File: src/hw/rtl/lrufr_pkg.sv
// ----------------------------------------------------------------------------
// lrufr_pkg
// Shared sizes, codes and types for the LRU frame replacement block.
// ----------------------------------------------------------------------------
package lrufr_pkg;

   localparam int FRAME_COUNT = 32;
   localparam int FRAME_W     = 5;
   localparam int SCORE_W     = 16;
   localparam int TDATA_W     = 8;

   localparam int IDX_W  = $clog2(FRAME_COUNT);
   localparam int USED_W = $clog2(FRAME_COUNT + 1);
   localparam int CMP_W  = (USED_W > FRAME_W) ? USED_W : FRAME_W;
   localparam int CNT_W  = IDX_W;

   localparam logic signed [SCORE_W-1:0] SCORE_MAX = 16'sd32767;
   localparam logic signed [SCORE_W-1:0] SCORE_MIN = -16'sd32767;
   localparam logic signed [SCORE_W-1:0] SCORE_ONE = 16'sd1;

   localparam logic MODE_TOUCH = 1'b0;
   localparam logic MODE_ALLOC = 1'b1;

   typedef enum logic [1:0] {
      ST_IDLE,
      ST_SEARCH,
      ST_EVICT
   } state_type;

   // command broadcast to every cell of the chain
   typedef struct packed {
      logic             touch_en;
      logic             evict;
      logic [CMP_W-1:0] frame;
      logic [CMP_W-1:0] used;
   } cell_cmd_type;

   // running minimum handed from cell to cell
   typedef struct packed {
      logic signed [SCORE_W-1:0] score;
      logic [IDX_W-1:0]          idx;
   } min_tok_type;

endpackage

File: src/hw/rtl/lrufr_cell.sv
// ----------------------------------------------------------------------------
// lrufr_cell
// One frame slot: holds its score, applies touches, and passes the running
// minimum on to the next cell through a register.
// ----------------------------------------------------------------------------
module lrufr_cell (
   input  logic                            clock,
   input  logic                            reset,
   input  logic [lrufr_pkg::CMP_W-1:0]     cell_idx,
   input  lrufr_pkg::cell_cmd_type         cmd,
   input  lrufr_pkg::min_tok_type          prev_tok,
   output lrufr_pkg::min_tok_type          next_tok
);
   import lrufr_pkg::*;

   logic signed [SCORE_W-1:0] score_ff;
   logic signed [SCORE_W-1:0] score_in;
   min_tok_type               min_ff;
   min_tok_type               min_in;
   logic                      hit;
   logic                      in_use;

   assign hit    = (cmd.frame == cell_idx);
   assign in_use = (cell_idx < cmd.used);

   always_comb begin
      score_in = score_ff;
      if (cmd.touch_en && in_use) begin
         if (hit) begin
            // evicted frame restarts at zero, then takes its touch
            if (cmd.evict) begin
               score_in = SCORE_ONE;
            end else if (score_ff != SCORE_MAX) begin
               score_in = score_ff + SCORE_ONE;
            end
         end else if (score_ff != SCORE_MIN) begin
            score_in = score_ff - SCORE_ONE;
         end
      end
   end

   // strict less-than keeps the lower index on ties
   always_comb begin
      if ($signed(score_ff) < $signed(prev_tok.score)) begin
         min_in.score = score_ff;
         min_in.idx   = cell_idx[IDX_W-1:0];
      end else begin
         min_in = prev_tok;
      end
   end

   always_ff @(posedge clock) begin
      if (reset) begin
         score_ff <= '0;
      end else begin
         score_ff <= score_in;
      end
   end

   always_ff @(posedge clock) begin
      min_ff <= min_in;
   end

   assign next_tok = min_ff;

endmodule

File: src/hw/rtl/lrufr_chain.sv
// ----------------------------------------------------------------------------
// lrufr_chain
// Row of frame cells. Touch commands reach all cells at once; the minimum
// search ripples one cell per cycle toward the far end.
// ----------------------------------------------------------------------------
module lrufr_chain (
   input  logic                     clock,
   input  logic                     reset,
   input  lrufr_pkg::cell_cmd_type  cmd,
   output lrufr_pkg::min_tok_type   victim
);
   import lrufr_pkg::*;

   min_tok_type tok [FRAME_COUNT+1];

   // seed: any score beats it except the ceiling, which then resolves to frame 0
   assign tok[0] = '{score: SCORE_MAX, idx: '0};

   for (genvar i = 0; i < FRAME_COUNT; i++) begin : g_cell
      lrufr_cell u_cell (
         .clock    (clock),
         .reset    (reset),
         .cell_idx (CMP_W'(i)),
         .cmd      (cmd),
         .prev_tok (tok[i]),
         .next_tok (tok[i+1])
      );
   end

   assign victim = tok[FRAME_COUNT];

endmodule

File: src/hw/rtl/lru_frame_replacement.sv
// ----------------------------------------------------------------------------
// lru_frame_replacement
// Counter-based LRU choice of physical frames over a row of score cells.
// ----------------------------------------------------------------------------
// Input beats arrive on req_*: req_tuser picks touch (0) or allocate (1),
// req_tdata carries the frame to touch. Each input beat yields exactly one
// result beat on rsp_*: the frame touched or handed out, and in rsp_tuser
// a flag that is set when an allocation evicted an occupied frame.
// Touches and allocations of a still-unused frame update every cell at once;
// the result shows in the cycle after the beat is taken, and such beats can
// follow each other every cycle while the receiver keeps up.
// An allocation with all frames in use runs the minimum search down the
// cell row, one cell per cycle, in ST_SEARCH; ST_EVICT then evicts and
// touches the victim and loads the result once the output register is free.
// No input beat is taken during the search.
// The result sits in an output register; a new beat is taken while it waits
// only if the receiver takes the old one in the same cycle. A stalled
// receiver therefore holds off the input side.
// Reset clears all scores, the count of frames in use and the result valid flag.
// ----------------------------------------------------------------------------
module lru_frame_replacement (
   input  logic                              clock,
   input  logic                              reset,
   input  logic                              req_tvalid,
   output logic                              req_tready,
   input  logic [lrufr_pkg::TDATA_W-1:0]     req_tdata,   // [4:0] frame_in
   input  logic                              req_tuser,   // [0] mode
   output logic                              rsp_tvalid,
   input  logic                              rsp_tready,
   output logic [lrufr_pkg::TDATA_W-1:0]     rsp_tdata,   // [4:0] frame_out
   output logic                              rsp_tuser    // [0] evicted
);
   import lrufr_pkg::*;

   state_type          state_ff;
   state_type          state_in;
   logic [USED_W-1:0]  used_ff;
   logic [USED_W-1:0]  used_in;
   logic [CNT_W-1:0]   cnt_ff;
   logic [CNT_W-1:0]   cnt_in;
   logic               rsp_valid_ff;
   logic [FRAME_W-1:0] rsp_frame_ff;
   logic [FRAME_W-1:0] rsp_frame_in;
   logic               rsp_evicted_ff;
   logic               rsp_evicted_in;
   logic               rsp_load;
   logic               slot_free;
   logic               accept;
   logic               full;
   logic [FRAME_W-1:0] frame_in;
   cell_cmd_type       cmd;
   min_tok_type        victim;

   assign frame_in  = req_tdata[FRAME_W-1:0];
   assign slot_free = !rsp_valid_ff || rsp_tready;
   assign accept    = req_tvalid && req_tready;
   assign full      = (used_ff == USED_W'(FRAME_COUNT));

   lrufr_chain u_chain (
      .clock  (clock),
      .reset  (reset),
      .cmd    (cmd),
      .victim (victim)
   );

   // next state
   always_comb begin
      state_in = state_ff;
      unique case (state_ff)
         ST_IDLE: begin
            if (accept && (req_tuser == MODE_ALLOC) && full) begin
               state_in = ST_SEARCH;
            end
         end
         ST_SEARCH: begin
            if (cnt_ff == CNT_W'(FRAME_COUNT - 1)) begin
               state_in = ST_EVICT;
            end
         end
         ST_EVICT: begin
            if (slot_free) begin
               state_in = ST_IDLE;
            end
         end
         default: state_in = ST_IDLE;
      endcase
   end

   // outputs and datapath control
   always_comb begin
      req_tready     = 1'b0;
      cmd            = '0;
      used_in        = used_ff;
      cnt_in         = cnt_ff;
      rsp_load       = 1'b0;
      rsp_frame_in   = rsp_frame_ff;
      rsp_evicted_in = 1'b0;
      unique case (state_ff)
         ST_IDLE: begin
            req_tready = slot_free;
            if (accept) begin
               if (req_tuser == MODE_TOUCH) begin
                  cmd.touch_en = 1'b1;
                  cmd.frame    = CMP_W'(frame_in);
                  cmd.used     = CMP_W'(used_ff);
                  rsp_load     = 1'b1;
                  rsp_frame_in = frame_in;
               end else if (!full) begin
                  // hand out the next fresh frame; it counts as in use for its touch
                  used_in      = used_ff + 1'b1;
                  cmd.touch_en = 1'b1;
                  cmd.frame    = CMP_W'(used_ff);
                  cmd.used     = CMP_W'(used_in);
                  rsp_load     = 1'b1;
                  rsp_frame_in = FRAME_W'(used_ff);
               end else begin
                  cnt_in = '0;
               end
            end
         end
         ST_SEARCH: begin
            cnt_in = cnt_ff + 1'b1;
         end
         ST_EVICT: begin
            if (slot_free) begin
               cmd.touch_en   = 1'b1;
               cmd.evict      = 1'b1;
               cmd.frame      = CMP_W'(victim.idx);
               cmd.used       = CMP_W'(used_ff);
               rsp_load       = 1'b1;
               rsp_frame_in   = FRAME_W'(victim.idx);
               rsp_evicted_in = 1'b1;
            end
         end
         default: begin
            req_tready = 1'b0;
         end
      endcase
   end

   always_ff @(posedge clock) begin
      if (reset) begin
         state_ff     <= ST_IDLE;
         used_ff      <= '0;
         cnt_ff       <= '0;
         rsp_valid_ff <= 1'b0;
      end else begin
         state_ff <= state_in;
         used_ff  <= used_in;
         cnt_ff   <= cnt_in;
         if (rsp_load) begin
            rsp_valid_ff <= 1'b1;
         end else if (rsp_tready) begin
            rsp_valid_ff <= 1'b0;
         end
      end
   end

   always_ff @(posedge clock) begin
      if (rsp_load) begin
         rsp_frame_ff   <= rsp_frame_in;
         rsp_evicted_ff <= rsp_evicted_in;
      end
   end

   assign rsp_tvalid = rsp_valid_ff;
   assign rsp_tdata  = TDATA_W'(rsp_frame_ff);
   assign rsp_tuser  = rsp_evicted_ff;

endmodule

File: config.mk
export PLATFORM = sky130hd
export DESIGN_NAME = lru_frame_replacement
export DESIGN_NICKNAME = d
export VERILOG_FILES = /design/src/hw/rtl/lrufr_pkg.sv /design/src/hw/rtl/lrufr_cell.sv /design/src/hw/rtl/lrufr_chain.sv /design/src/hw/rtl/lru_frame_replacement.sv
export SDC_FILE = /design/constraint.sdc
export NUM_CORES = 2
export LEC_CHECK = 0
export BUFFER_PORTS_ARGS = -buffer_cell sky130_fd_sc_hd__buf_2
export CORE_UTILIZATION = 45
export CTS_CLUSTER_DIAMETER = 50
export DETAILED_ROUTE_END_ITERATION = 6
export PLACE_DENSITY_LB_ADDON = 0.08
export SLEW_MARGIN = 25
export SYNTH_ARGS = -nofsm -noshare
export SYNTH_HDL_FRONTEND = slang
export SYNTH_SLANG_ARGS = --single-unit
File: constraint.sdc
create_clock -name clock -period 8.6 [get_ports clock]
set_clock_uncertainty 0.1 [all_clocks]
set_input_delay 0.86 -clock clock [delete_from_list [all_inputs] [get_ports clock]]
set_output_delay 0.86 -clock clock [all_outputs]
set_load 0.02 [all_outputs]
==> impl_metrics.ini <==
[global_routing]
grt_pass1_vias = 63340
grt_max_degree = 155
grt_first_pass_wirelength_mm = 367.8
grt.total_usage_pct = 27.79
grt_remaining_overflow = 0
antenna_found_initial = 9

[clock_network]
cts_tree = yes
path_clk_slew_ns = 0.06
cts_sinks = 1157
clk_latency_ns = 0.79
cts_resized = 0
clockRootBuffer = clkbuf_16
postCtsSetupRepairBufs = 0
cts_inserted_buffers = 168
hold_buffers = 0
htreeDepth = 4
clk_path_buf_depth = 3

[synthesis]
synth_enable_flop_cells = 6
ys.flop_type = dfxtp_1
ys_seq_area_share_pct = 31.49
synth_cell_types = 110
synth_area_um2 = 73740
syn_area_per_cell_um2 = 8.139
synth-seq-cells = 1157
ys_warn_count = 0
syn_inst = 9060
async_reset_ff_share_pct = 0

[run]
cap_violations = 0

[timing]
fin_setup_tns_ns = 0
worst_pin_slew_ns = 1.289
relSlewSlack_pct = 14.06
maxSlewViolCount = 0
final-hold-violation-count = 0
rsz0062_at_grt = false
fmax_ghz = 0.1713
post-route-period-util_pct = 67.86
min_period_ns = 5.836
setup_viol = 0

[place]
place.port_buffers = 17
gp_congestion = 0.9098
hpwl_mm = 165.5

[worst_setup_path]
crit_arrival_ns = 6.43
worst_path_largest_cell_delay_ns = 0.97
path_cells = nor2b_1, nand2_4, inv_6, o21ai_0, a211oi_2, a31oi_1, a211oi_2, buf_4, a21oi_1, a311oi_1
slowest_stage = a211oi_2
required_ns = 9.19
startpoint_type = flip-flop
worstSetupPathType = flip-flop to flip-flop
cp-end-kind = flip-flop
path_max_fanout = 43
cpMostUsedCell = a211oi_2

[power_and_ir_drop]
power_leakage_uw = 0.03098
irDropWorstVdd_mv = 0.2358
powerDensity_nw_per_um2 = 217.0

[routing]
drc = 0
vias = 67920
dr.pass1.iters = 6
routed_wl_mm = 236.2
post_drt_wl_per_cell_um = 21.43
drt_iter0_markers = 6004
ant_nets = 0
vias_per_cell = 6.162

[hold_path]
hold_class = flip-flop to flip-flop

[layout]
final_cell_mix = dfxtp_1, a21oi_1, nand2_1
final_common_cell = dfxtp_1
fin_util_pct = 49.84
num-fill-cells = 15660
syn_to_final_growth_pct = 10.01
drive_above_1_share_pct = 12.38
nets = 9285

[die]
num_io_pins = 24
dieWidth_um = 406.8
core_area_um2 = 162800
die_y_um = 406.8
num_rows = 148
initial_utilization_pct = 45.30
die-area_um2 = 165500

[status]
status = completed
[cell usage after synthesis, drive strengths merged (64+ instances only)]
library cell | number | area share [%]
dfxtp | 1151 | 31
a21oi | 723 | 4.9
nand2 | 659 | 3.4
inv | 625 | 3.2
nor2 | 579 | 3.0
ha | 565 | 9.6
o21ai | 530 | 3.6
clkbuf | 490 | 2.5
mux2 | 411 | 6.3
nand3 | 335 | 2.3
nor3 | 317 | 2.3
a311oi | 181 | 2.2
nand4 | 178 | 1.6
buf | 171 | 1.3
nor4 | 167 | 1.8
a211oi | 165 | 1.7
nand2b | 116 | 0.98
and3 | 113 | 0.96
o22ai | 105 | 0.89
mux2i | 98 | 1.3
a21o | 96 | 0.98
and2 | 83 | 0.70
or4 | 83 | 0.85
or3 | 81 | 0.69
or2 | 76 | 0.64
a22oi | 74 | 0.77
xnor2 | 67 | 0.80
o32ai | 65 | 0.77
a31oi | 64 | 0.54
[routing by layer]
metal,vias up,GRT usage [%],wire length (um)
met4,8,9.438,7205
li1,32660,-,-
met3,420,4.399,14990
met2,2118,44.68,107600
met5,-,0,49
met1,32710,37.62,106400
[stage by stage]
step                      hold slack [ns]  instance area [um2]  power [uW]  worst slack [ns]  std cells
after floorplan                    0.2863                73750        9305             4.950       9062
after global placement             0.2881                75010       10440             2.673      10710
after detailed placement           0.2925                75150       10500             2.573      10710
after CTS                          0.2977                81010       17760             2.963      11020
after global routing               0.3122                81120       18370             2.551      11020
final                              0.2982                81120       17610             2.764      11020
[worst max-delay path, delay by kind of cell (launching register included)]
family	cells	cell delay, ns
buffers and inverters	2	0.96
flip-flops	1	0.51
AND/OR/NAND/NOR	2	1.26
AO/OA/AOI/OAI	6	2.91
[logic make-up after synthesis]
family,share of synthesized area [%]
fa+ha+maj,9.587
simple gates,20.57
buf+inv,6.950
other cells,0.005086
flops,31.49
mux,7.668
compound gates,22.42
xor+xnor,1.307
[flip-flops by register name (all words and copies together) (netlist names)]
signal                          flops
state_ff                            2
cnt_ff                              5
rsp_frame_ff                        5
rsp_tuser                           1
used_ff                             6
u_chain.g_cell.u_cell.next_tok    625
u_chain.g_cell.u_cell.score_ff    512
rsp_tvalid                          1
[power by group]
| part | switching [uW] | internal (uW) | total [uW] | leakage, uW |
|---|---|---|---|---|
| clock | 2780 | 4420 | 7200 | 0.00287 |
| combinational | 2310 | 1930 | 4240 | 0.0187 |
| sequential | 253 | 5920 | 6170 | 0.00938 |
[path summary, 6_finish.rpt]
path / cells after the start / slack, ns / startpoint / end
worst max-delay path: 10 / 2.76 / state_ff[1]$_SDFFE_PP0P_ / u_chain.g_cell[30].u_cell.score_ff[12]$_SDFFE_PP0P_
worst min-delay path: 0 / 0.30 / u_chain.g_cell[0].u_cell.score_ff[15]$_SDFFE_PP0P_ / u_chain.g_cell[0].u_cell.next_tok[20]$_SDFF_PN0_
worst max register to register: 10 / 2.76 / state_ff[1]$_SDFFE_PP0P_ / u_chain.g_cell[30].u_cell.score_ff[12]$_SDFFE_PP0P_
worst min register to register: 0 / 0.30 / u_chain.g_cell[0].u_cell.score_ff[15]$_SDFFE_PP0P_ / u_chain.g_cell[0].u_cell.next_tok[20]$_SDFF_PN0_
[cell type report]
| cell class | count | area (um2) | area share [%] |
|---|---|---|---|
| well taps | 2175 | 2721 | 3.355 |
| flip-flops and latches | 1157 | 23220 | 28.63 |
| multi-input cells | 6619 | 45920 | 56.61 |
| inverters | 625 | 2354 | 2.901 |
| clock buffers | 203 | 4579 | 5.645 |
| clock inverters | 105 | 1285 | 1.584 |
| repair buffers | 136 | 1032 | 1.272 |
| diodes | 2 | 5.005 | 0.006170 |
No activity file was read; power rests on OpenSTA's default activity.
